<file path="config.mk">
export PLATFORM = sky130hd
export DESIGN_NAME = checksummed_frame_builder_top
export DESIGN_NICKNAME = d
export VERILOG_FILES = /design/src/rtl/cfb_pkg.sv /design/src/rtl/cfb_front.sv /design/src/rtl/cfb_queue.sv /design/src/rtl/cfb_back.sv /design/src/rtl/checksummed_frame_builder_top.sv
export SDC_FILE = /design/constraint.sdc
export NUM_CORES = 1
export LEC_CHECK = 0
export ABC_AREA = 0
export BUFFER_PORTS_ARGS = -buffer_cell sky130_fd_sc_hd__buf_2
export CAP_MARGIN = 20
export CORE_ASPECT_RATIO = 0.7
export CORE_MARGIN = 1.5
export CORE_UTILIZATION = 55
export DETAILED_ROUTE_END_ITERATION = 16
export GPL_TIMING_DRIVEN = 0
export PLACE_DENSITY = 0.77
export SYNTH_ARGS = -nofsm -noshare
export SYNTH_HDL_FRONTEND = slang
export SYNTH_SLANG_ARGS = --single-unit
</file>
<file path="constraint.sdc">
create_clock -name clk -period 3.7 [get_ports clk]
set_input_delay 0.74 -clock clk [delete_from_list [all_inputs] [get_ports clk]]
set_output_delay 0.74 -clock clk [all_outputs]
set_load 0.02 [all_outputs]
</file>
<file path="src/rtl/cfb_pkg.sv">
// ----------------------------------------------------------------------------
// cfb_pkg
// Shared types and constants for the checksummed frame builder.
// ----------------------------------------------------------------------------
package cfb_pkg;

	localparam int BYTE_W = 8;
	localparam int QDEPTH = 4;
	localparam int QPTR_W = $clog2(QDEPTH);
	localparam int QCNT_W = $clog2(QDEPTH + 1);

	localparam logic [BYTE_W-1:0] COUNT_MIN      = 8'd1;
	localparam logic [BYTE_W-1:0] COUNT_MAX      = 8'd249;
	localparam logic [BYTE_W-1:0] FRAME_OVERHEAD = 8'd6;

	// register indexes of the configuration port
	localparam logic [1:0] REG_HEADER_FIRST   = 2'd0;
	localparam logic [1:0] REG_HEADER_SECOND  = 2'd1;
	localparam logic [1:0] REG_TRAILER_FIRST  = 2'd2;
	localparam logic [1:0] REG_TRAILER_SECOND = 2'd3;

	localparam logic [BYTE_W-1:0] RST_HEADER_FIRST   = 8'h12;
	localparam logic [BYTE_W-1:0] RST_HEADER_SECOND  = 8'h34;
	localparam logic [BYTE_W-1:0] RST_TRAILER_FIRST  = 8'h1F;
	localparam logic [BYTE_W-1:0] RST_TRAILER_SECOND = 8'h2F;

	typedef struct packed {
		logic [BYTE_W-1:0] header_first;
		logic [BYTE_W-1:0] header_second;
		logic [BYTE_W-1:0] trailer_first;
		logic [BYTE_W-1:0] trailer_second;
	} cfg_t;

	// one classified payload byte, as handed from front to back
	typedef struct packed {
		logic              first;
		logic              last;
		logic [BYTE_W-1:0] data;
		logic [BYTE_W-1:0] len;
		logic [BYTE_W-1:0] sum;
	} entry_t;

	typedef enum logic [6:0] {
		ST_H1   = 7'b0000001,
		ST_H2   = 7'b0000010,
		ST_LEN  = 7'b0000100,
		ST_DATA = 7'b0001000,
		ST_SUM  = 7'b0010000,
		ST_T1   = 7'b0100000,
		ST_T2   = 7'b1000000
	} step_t;

endpackage

</file>
<file path="src/rtl/cfb_front.sv">
// ----------------------------------------------------------------------------
// cfb_front
// Accepts payload bytes, tracks frame position and running checksum.
// ----------------------------------------------------------------------------
module cfb_front (
	input  logic                           clk,
	input  logic                           arst_n,
	input  logic                           in_valid,
	output logic                           in_ready,
	input  logic [cfb_pkg::BYTE_W-1:0]     payload_byte,
	input  logic [cfb_pkg::BYTE_W-1:0]     frame_count,
	input  logic                           q_full,
	output logic                           push,
	output cfb_pkg::entry_t                push_entry
);

	logic [cfb_pkg::BYTE_W-1:0] bytes_left_q;
	logic [cfb_pkg::BYTE_W-1:0] running_sum_q;
	logic [cfb_pkg::BYTE_W-1:0] count_clamped;
	logic [cfb_pkg::BYTE_W-1:0] len;
	logic [cfb_pkg::BYTE_W-1:0] left_base;
	logic [cfb_pkg::BYTE_W-1:0] sum_base;
	logic [cfb_pkg::BYTE_W-1:0] left_next;
	logic [cfb_pkg::BYTE_W-1:0] sum_next;
	logic                       starting;

	assign in_ready = !q_full;
	assign push     = in_valid && in_ready;
	assign starting = (bytes_left_q == '0);

	always_comb begin
		count_clamped = frame_count;
		if (frame_count < cfb_pkg::COUNT_MIN) begin
			count_clamped = cfb_pkg::COUNT_MIN;
		end else if (frame_count > cfb_pkg::COUNT_MAX) begin
			count_clamped = cfb_pkg::COUNT_MAX;
		end
	end

	assign len       = count_clamped + cfb_pkg::FRAME_OVERHEAD;
	assign left_base = starting ? count_clamped : bytes_left_q;
	assign sum_base  = starting ? len : running_sum_q;
	assign left_next = left_base - 8'd1;
	assign sum_next  = sum_base + payload_byte;

	assign push_entry.first = starting;
	assign push_entry.last  = (left_next == '0);
	assign push_entry.data  = payload_byte;
	assign push_entry.len   = len;
	assign push_entry.sum   = sum_next;

	// advance frame position on each accepted item; drop the sum at frame end
	always_ff @(posedge clk or negedge arst_n) begin
		if (!arst_n) begin
			bytes_left_q  <= '0;
			running_sum_q <= '0;
		end else if (push) begin
			bytes_left_q  <= left_next;
			running_sum_q <= (left_next == '0) ? '0 : sum_next;
		end
	end

endmodule

</file>
<file path="src/rtl/cfb_queue.sv">
// ----------------------------------------------------------------------------
// cfb_queue
// Short first-in first-out queue of classified entries.
// ----------------------------------------------------------------------------
module cfb_queue (
	input  logic            clk,
	input  logic            arst_n,
	input  logic            push,
	input  cfb_pkg::entry_t push_entry,
	input  logic            pop,
	output cfb_pkg::entry_t head,
	output logic            full,
	output logic            empty
);

	cfb_pkg::entry_t                  slot_q [cfb_pkg::QDEPTH];
	logic [cfb_pkg::QPTR_W-1:0]       wr_ptr_q;
	logic [cfb_pkg::QPTR_W-1:0]       rd_ptr_q;
	logic [cfb_pkg::QCNT_W-1:0]       cnt_q;

	assign full  = (cnt_q == cfb_pkg::QCNT_W'(cfb_pkg::QDEPTH));
	assign empty = (cnt_q == '0);
	assign head  = slot_q[rd_ptr_q];

	always_ff @(posedge clk) begin
		if (push) begin
			slot_q[wr_ptr_q] <= push_entry;
		end
	end

	always_ff @(posedge clk or negedge arst_n) begin
		if (!arst_n) begin
			wr_ptr_q <= '0;
			rd_ptr_q <= '0;
			cnt_q    <= '0;
		end else begin
			if (push) begin
				wr_ptr_q <= wr_ptr_q + 1'b1;
			end
			if (pop) begin
				rd_ptr_q <= rd_ptr_q + 1'b1;
			end
			if (push && !pop) begin
				cnt_q <= cnt_q + 1'b1;
			end else if (pop && !push) begin
				cnt_q <= cnt_q - 1'b1;
			end
		end
	end

endmodule

</file>
<file path="src/rtl/cfb_back.sv">
// ----------------------------------------------------------------------------
// cfb_back
// Expands each entry into its output bytes, one per cycle unless the output stalls.
// ----------------------------------------------------------------------------
module cfb_back (
	input  logic                       clk,
	input  logic                       arst_n,
	input  cfb_pkg::cfg_t              cfg,
	input  cfb_pkg::entry_t            head,
	input  logic                       empty,
	output logic                       pop,
	output logic                       out_valid,
	input  logic                       out_ready,
	output logic [cfb_pkg::BYTE_W-1:0] out_byte,
	output logic                       frame_end,
	output logic                       run_last
);

	cfb_pkg::entry_t             cur_q;
	logic                        cur_valid_q;
	cfb_pkg::step_t              step_q;
	cfb_pkg::step_t              step_next;
	logic                        out_valid_q;
	logic [cfb_pkg::BYTE_W-1:0]  out_byte_q;
	logic                        frame_end_q;
	logic                        run_last_q;
	logic [cfb_pkg::BYTE_W-1:0]  emit_byte;
	logic                        entry_done;
	logic                        adv;

	assign adv        = !out_valid_q || out_ready;
	assign entry_done = ((step_q == cfb_pkg::ST_DATA) && !cur_q.last)
		|| (step_q == cfb_pkg::ST_T2);
	assign pop        = adv && !empty && (!cur_valid_q || entry_done);

	always_comb begin
		emit_byte = cur_q.data;
		step_next = cfb_pkg::ST_DATA;
		unique case (step_q)
			cfb_pkg::ST_H1: begin
				emit_byte = cfg.header_first;
				step_next = cfb_pkg::ST_H2;
			end
			cfb_pkg::ST_H2: begin
				emit_byte = cfg.header_second;
				step_next = cfb_pkg::ST_LEN;
			end
			cfb_pkg::ST_LEN: begin
				emit_byte = cur_q.len;
				step_next = cfb_pkg::ST_DATA;
			end
			cfb_pkg::ST_DATA: begin
				emit_byte = cur_q.data;
				step_next = cfb_pkg::ST_SUM;
			end
			cfb_pkg::ST_SUM: begin
				emit_byte = cur_q.sum;
				step_next = cfb_pkg::ST_T1;
			end
			cfb_pkg::ST_T1: begin
				emit_byte = cfg.trailer_first;
				step_next = cfb_pkg::ST_T2;
			end
			cfb_pkg::ST_T2: begin
				emit_byte = cfg.trailer_second;
				step_next = cfb_pkg::ST_H1;
			end
			default: begin
				emit_byte = cur_q.data;
				step_next = cfb_pkg::ST_DATA;
			end
		endcase
	end

	always_ff @(posedge clk or negedge arst_n) begin
		if (!arst_n) begin
			cur_valid_q <= 1'b0;
			step_q      <= cfb_pkg::ST_DATA;
			out_valid_q <= 1'b0;
		end else if (adv) begin
			out_valid_q <= cur_valid_q;
			if (!cur_valid_q || entry_done) begin
				cur_valid_q <= !empty;
				step_q      <= head.first ? cfb_pkg::ST_H1 : cfb_pkg::ST_DATA;
			end else begin
				step_q <= step_next;
			end
		end
	end

	always_ff @(posedge clk) begin
		if (adv) begin
			out_byte_q  <= emit_byte;
			frame_end_q <= (step_q == cfb_pkg::ST_T2);
			run_last_q  <= entry_done;
			if (pop) begin
				cur_q <= head;
			end
		end
	end

	assign out_valid = out_valid_q;
	assign out_byte  = out_byte_q;
	assign frame_end = frame_end_q;
	assign run_last  = run_last_q;

endmodule

</file>
<file path="src/rtl/checksummed_frame_builder_top.sv">
// ----------------------------------------------------------------------------
// checksummed_frame_builder_top
// Wraps payload bytes into header/length/payload/checksum/trailer frames.
// ----------------------------------------------------------------------------
// One payload item is accepted per cycle while the four-entry queue has room.
// Each item expands to one output byte, plus three (header pair and length)
// on a frame's first item and three (checksum and trailer pair) on its last,
// so a frame of n payload bytes leaves the block as n + 6 output bytes;
// the single output register of the back end gives one byte per cycle
// while out_ready allows. An accepted item passes through a queue slot,
// the back end's current-entry register and the output register. The
// front end tracks the bytes still expected and the running checksum, and
// classifies each item as first and/or last of its frame; the frame count
// is sampled only on a frame's first item and clamped to 1..249. run_last
// marks the final byte produced for an item and frame_end marks the second
// trailer byte. Configuration writes (header and trailer bytes) are taken
// at any cycle and must only be issued while no frame bytes are in flight.
module checksummed_frame_builder_top (
	input  logic                       clk,
	input  logic                       arst_n,
	input  logic                       cfg_we,
	input  logic [1:0]                 cfg_index,
	input  logic [cfb_pkg::BYTE_W-1:0] cfg_data,
	input  logic                       in_valid,
	output logic                       in_ready,
	input  logic [cfb_pkg::BYTE_W-1:0] payload_byte,
	input  logic [cfb_pkg::BYTE_W-1:0] frame_count,
	output logic                       out_valid,
	input  logic                       out_ready,
	output logic [cfb_pkg::BYTE_W-1:0] out_byte,
	output logic                       frame_end,
	output logic                       run_last
);

	cfb_pkg::cfg_t   cfg_q;
	cfb_pkg::entry_t push_entry;
	cfb_pkg::entry_t head;
	logic            push;
	logic            pop;
	logic            q_full;
	logic            q_empty;

	// configuration registers: header and trailer bytes
	always_ff @(posedge clk or negedge arst_n) begin
		if (!arst_n) begin
			cfg_q.header_first   <= cfb_pkg::RST_HEADER_FIRST;
			cfg_q.header_second  <= cfb_pkg::RST_HEADER_SECOND;
			cfg_q.trailer_first  <= cfb_pkg::RST_TRAILER_FIRST;
			cfg_q.trailer_second <= cfb_pkg::RST_TRAILER_SECOND;
		end else if (cfg_we) begin
			unique case (cfg_index)
				cfb_pkg::REG_HEADER_FIRST:   cfg_q.header_first   <= cfg_data;
				cfb_pkg::REG_HEADER_SECOND:  cfg_q.header_second  <= cfg_data;
				cfb_pkg::REG_TRAILER_FIRST:  cfg_q.trailer_first  <= cfg_data;
				cfb_pkg::REG_TRAILER_SECOND: cfg_q.trailer_second <= cfg_data;
				default: begin
				end
			endcase
		end
	end

	// front: accept and classify items
	cfb_front u_front (
		.clk          (clk),
		.arst_n       (arst_n),
		.in_valid     (in_valid),
		.in_ready     (in_ready),
		.payload_byte (payload_byte),
		.frame_count  (frame_count),
		.q_full       (q_full),
		.push         (push),
		.push_entry   (push_entry)
	);

	// queue: decouple acceptance from output bursts
	cfb_queue u_queue (
		.clk        (clk),
		.arst_n     (arst_n),
		.push       (push),
		.push_entry (push_entry),
		.pop        (pop),
		.head       (head),
		.full       (q_full),
		.empty      (q_empty)
	);

	// back: expand each entry into framed output bytes
	cfb_back u_back (
		.clk       (clk),
		.arst_n    (arst_n),
		.cfg       (cfg_q),
		.head      (head),
		.empty     (q_empty),
		.pop       (pop),
		.out_valid (out_valid),
		.out_ready (out_ready),
		.out_byte  (out_byte),
		.frame_end (frame_end),
		.run_last  (run_last)
	);

endmodule

</file>
# --- Yosys cells after proc, flatten, opt, wreduce, memory -nomap -nowiden ---
# Memories as Yosys holds them, arrays and structs flattened.
# Index checks and enable logic that the tools add are counted.
word_totals:
  ff_bits: 99
  ramBits: 104
  input_bits: 31
  out_inout_bits: 12
  elab_cells: 80
  memories: 1
op_classes:
  n_addsub: 7
  n_lt_le_gt_ge: 2
  eq_ne: 11
  mux: 13
  n_reduce_logical: 27
mem_list:
  columns: ["memory", "words", "word_bits", "rd", "rd_clocked_by_memory_dff", "write_ports", "line", "rtl"]
  rows:
  - ["u_queue.slot_q", 4, 26, 1, 0, 1, "cfb_queue.sv:16", "cfb_pkg::entry_t slot_q [cfb_pkg::QDEPTH];"]
op_table:
  columns: ["op", "count"]
  rows:
  - ["case mux 8 bit (6 select lines)", 1]
  - ["case mux 7 bit (6 select lines)", 1]
  - ["two-way mux 8 bit", 5]
  - ["logical NOT 8 bit", 2]
  - ["AND reduction 2 bit", 6]
  - ["adder 8 x 3 -> 8 bit, second input constant", 1]
  - ["adder 8 bit", 1]
  - ["greater-than comparator 8 bit, second input constant", 1]
  - ["less-than comparator 8 x 1 -> 1 bit, second input constant", 1]
  - ["subtractor 8 x 1 -> 8 bit, second input constant", 1]
  - ["== test 7 x 1 -> 1 bit, second input constant", 1]
  - ["== test 7 x 2 -> 1 bit, second input constant", 1]
  - ["== test 7 x 3 -> 1 bit, second input constant", 1]
  - ["== test 7 x 4 -> 1 bit, second input constant", 1]
  - ["== test 7 x 5 -> 1 bit, second input constant", 1]
  - ["== test 7 x 6 -> 1 bit, second input constant", 1]
  - ["== test 7 bit, second input constant", 1]
  - ["logical NOT 1 bit", 7]
  - ["two-way mux 7 bit", 1]
  - ["logical AND 1 bit", 6]
  - ["two-way mux 3 bit", 2]
  - ["adder 2 x 1 -> 2 bit, second input constant", 2]
  - ["== test 2 bit, second input constant", 2]
  - ["two-way mux 4 bit", 1]
  - ["9 further kinds", 12]

# --- Longest topological paths before layout ---
logic_depth:
  ltp_word: 8
  ltp_mapped: 16
  ltp_nobuf: 15

# --- Hierarchy ---
# A second synthesis with hierarchy kept.
hier_totals:
  hier_cells: 605
  area_unflattened_um2: 9011.1
by_module_without_submodules:
  columns: ["mod", "instances", "cells_per_inst", "area_per_inst_um2", "seq_area_each_um2"]
  rows:
  - ["cfb_queue", 1, 170, 4195.3, 3298.2]
  - ["cfb_back", 1, 165, 2010.7, 1277.5]
  - ["cfb_front", 1, 202, 1574.0, 400.4]
  - ["checksummed_frame_builder_top", 1, 68, 1231.2, 819.5]

# --- Worst setup path after synthesis ---
# OpenSTA, ideal clock, no wires.
synth_timing:
  path_type: "flip-flop to flip-flop"
  from: "reg u_front.bytes_left_q[0] (netlist name)"
  to: "mem u_queue.slot_q[0][6] (netlist name), data pin"
  setup_time_ns: 0.268
  arrival_ns: 3.347
  t_required_ns: 3.432
  path_slack_ns: 0.085
  path_stages_with_launch: 14
  path_buffers: 1
  synth_period_minus_slack_ns: 3.615
  path_cell_list: "dfrtp_1 nor4_2 nand2_1 inv_2 buf_1 mux2_2 ha_1 fa_1 a21o_1 a21oi_1 o21bai_1 a21oi_1 xor2_1 inv_1"
synth_rtl:
  columns: ["element", "line", "rtl"]
  rows:
  - ["start, declared", "cfb_front.sv:17", "logic [cfb_pkg::BYTE_W-1:0] bytes_left_q;"]
  - ["start signal, assigned", "cfb_front.sv:58", "bytes_left_q <= left_next;"]
  - ["end, declared", "cfb_queue.sv:16", null]

==> impl_results.md <==
* Status: complete, no violations
* Die H at 108 um
* CP Data Required Time at 3920 ps
* DR iter-0 viols at 426
* Post-synth EDFFs at 139
* Placed cell area at 9310 sq um
* Setup TNS Final at 0 ps
* FF+latch count, synth at 203
* Final WL at 18.6 mm
* Die width at 154 um
* Fin area at 10100 sq um
* Area grow syn2layout at 16.0%
* Max Cap Violations at 0
* Crit path time final at 3530 ps
* CTS clock-pin slew for the worst setup and hold paths at 60 ps
* Setup Viol. Count Final at 0
* Final Hold Vio Count at 0
* First-pass GRT wire length at 29.3 mm
* Post-Layout Cell Count at 861
* Tightest Pin Transition at 1090 ps
* Starting Density at 56.3%
* Worst-Skew Late Latency at 490 ps
* Clk sink count at 203
* Boundary Pins at 43
* Share of post-route cells with drive strength above 1 at 28.9%
* Max VDD drop at 0.477 mV
* DR vias/cell at 6.10
* Nets at 695
* GRT Resource Usage Total at 23.2%
* Final Cycle Share at 95.4%
* Routed wire per std cell at 21.7 um
* I/O Buffers at 41
* P_leak at 0.00381 uW
* Slew headroom at 27.3%
* Synth Flop Type: edfxtp_1
* Fin util at 65.3%
* Fmax achieved at 283 MHz
* Sequential fraction of the synthesis area at 66.4%
* CP endpoint kind: register
* Asr flop ratio synth at 31.5%
* 1st-pass router iterations at 4
* RSZ-0062 raised after global routing: no
* DRT antenna net count at 0
* Number of global-route vias before repair at 5351
* Syn nets at 619
* Max Slew Vio Count at 0
* Remaining DRCs at 0
* Placeable Area at 15500 sq um
* H-Tree Depth at 1
* Worst Hold Slack at 342 ps
* Hold Path Class: in -> async
* WS Path Type: in -> reg
* DR vias at 5248
* GPL Wtd Cong at 0.846
* Gr ovfl total at 0
* Antenna diode count at 0
* Syn_area_per_cell at 15.3 sq um
* Post-Syn Instances at 571
* Syn Std Cell Area at 8730 sq um
* PD cells at 854 nW/um^2
* WP data arrival at 3750 ps
* CTS tree: done
* Num CTS Buffers at 20
* CP Launch Type: input port
* Row cnt at 38
* Post-Route Skew at 15.7 ps
* Largest net degree at the start of global routing at 35
* DP Wirelength at 12.7 mm
* Placed cell count at 818
* Synth Warn # at 0
* Root Driver: clkbuf_16
* Initial antenna violation count at 0
* Clock Path Buffers at 3
* Die Area at 16600 sq um
* Crit path max fanout at 7
* Number of distinct library cells after synthesis at 65
metal layers:
layer / up-vias / GRT usage [%] / part of all wire [%]
met5: - / 0 / 0
met4: 0 / 6.10 / 2.2
met3: 42 / 4.21 / 6.0
met2: 182 / 37.2 / 46
met1: 2665 / 33.4 / 46
li1: 2359 / - / -
layout make-up:
class	instances	area, sq um
clock inverter	12	135
inverter	19	71.3
tap	200	250
timing repair buffer	54	383
fill	1094	5380
clock buffer	24	547
buffer	18	85.1
sequential	203	5800
multi-input combinational	331	2850
what timing repair did:
action	4_1_cts	5_1_grt
hold buffers	0	0
resized for setup	9	8
setup buffers	3	4
pin swaps	3	5
endpoints found under the setup margin	34	12
synth_stat cells (all sizes together), types with 4 or more instances:
master,number,area (sq um)
clkbuf,11,41.3
o21ai,18,90.1
nand3b,4,30.0
a31oi,8,50.1
nand3,14,70.1
and3,8,50.1
a22oi,24,180
a211oi,4,40.0
nor2,21,78.8
dfstp,16,420
ha,15,188
edfxtp,139,4170
a21o,9,67.6
mux4,26,586
nor4,7,71.3
inv,19,71.3
xnor2,8,70.1
nand2,59,221
buf,7,36.3
a21oi,13,76.3
dfrtp,48,1200
xor2,8,70.1
mux2,36,405
worst paths after layout:
check | cells after the start | from | endpoint | slack, ps
hold / removal | 1 | arst_n | u_back.step_q[5] | 340
hold reg to reg | 2 | u_front.running_sum_q[6] | u_front.running_sum_q[6] | 490
setup / recovery | 14 | frame_count[1] | u_queue.slot_q[2][6] | 170
max in group asynchronous | 2 | arst_n | cfg_q[8] | 2650
min in group clk | 2 | u_front.running_sum_q[6] | u_front.running_sum_q[6] | 490
setup reg to reg | 13 | u_front.bytes_left_q[0] | u_queue.slot_q[2][6] | 180
worst max-delay path, cell delays in order:
cell and delay (ps):
buf_2 130, or2_1 200, clkbuf_1 160, nand3_1 220
nand3b_1 290, mux2_2 360, ha_1 210, fa_1 420
a21o_1 190, a21oi_2 170, o21bai_1 90, a21oi_2 180
xor2_2 250, inv_1 130
power breakdown:
part	leakage, uW	switching [uW]	internal [uW]	total (uW)
registers	0.00204	342	3410	3760
logic	0.00143	1620	1170	2790
clock network	0.000340	833	1270	2100
registers in the layout, indices dropped and copies added (netlist names), 3 cells and up:
register,cells
u_queue.cnt_q,3
u_back.step_q,7
u_queue.slot_q,104
cfg_q,32
u_back.cur_q,25
u_front.running_sum_q,8
u_front.bytes_left_q,8
u_back.out_byte,8
kinds of logic after synthesis:
family          share of synthesized area [%]
mux                                      11.5
xor+xnor                                 1.61
compound gates                           7.99
buf+inv                                  1.71
fa+ha+maj                                2.61
simple gates                             8.22
flops                                    66.4
stage by stage:
step / setup slack (ps) / total power, uW
2_1_floorplan: 84.7 / 5520
3_3_place_gp: -794 / 6190
3_5_place_dp: -901 / 6410
4_1_cts: 45.0 / 8610
5_1_grt: 6.35 / 9070
6_report: 171 / 8640
cells in the final DEF, fill, tap and decap left out, types with 4 or more instances in the layout:
cell       synthesis  layout
clkbuf_1          11      13
ha_1              15      14
mux4_2            26      26
nand3_1           14      14
a31oi_1            8       8
nand3b_1           4       4
a21oi_1           12      10
nand2_1           59      57
dfrtp_1           48      47
xnor2_1            8       7
a21o_1             9       9
mux2_2            36      36
dfstp_2           16      16
inv_1             17      17
buf_4              0       8
a22oi_1           24      24
o21ai_0           15      15
and3_1             8       8
clkbuf_16          0      21
xor2_1             8       7
buf_2              2      43
nor2_1            21      21
clkinv_2           0       5
edfxtp_1         139     139
No activity file was read; power rests on OpenSTA's default activity.
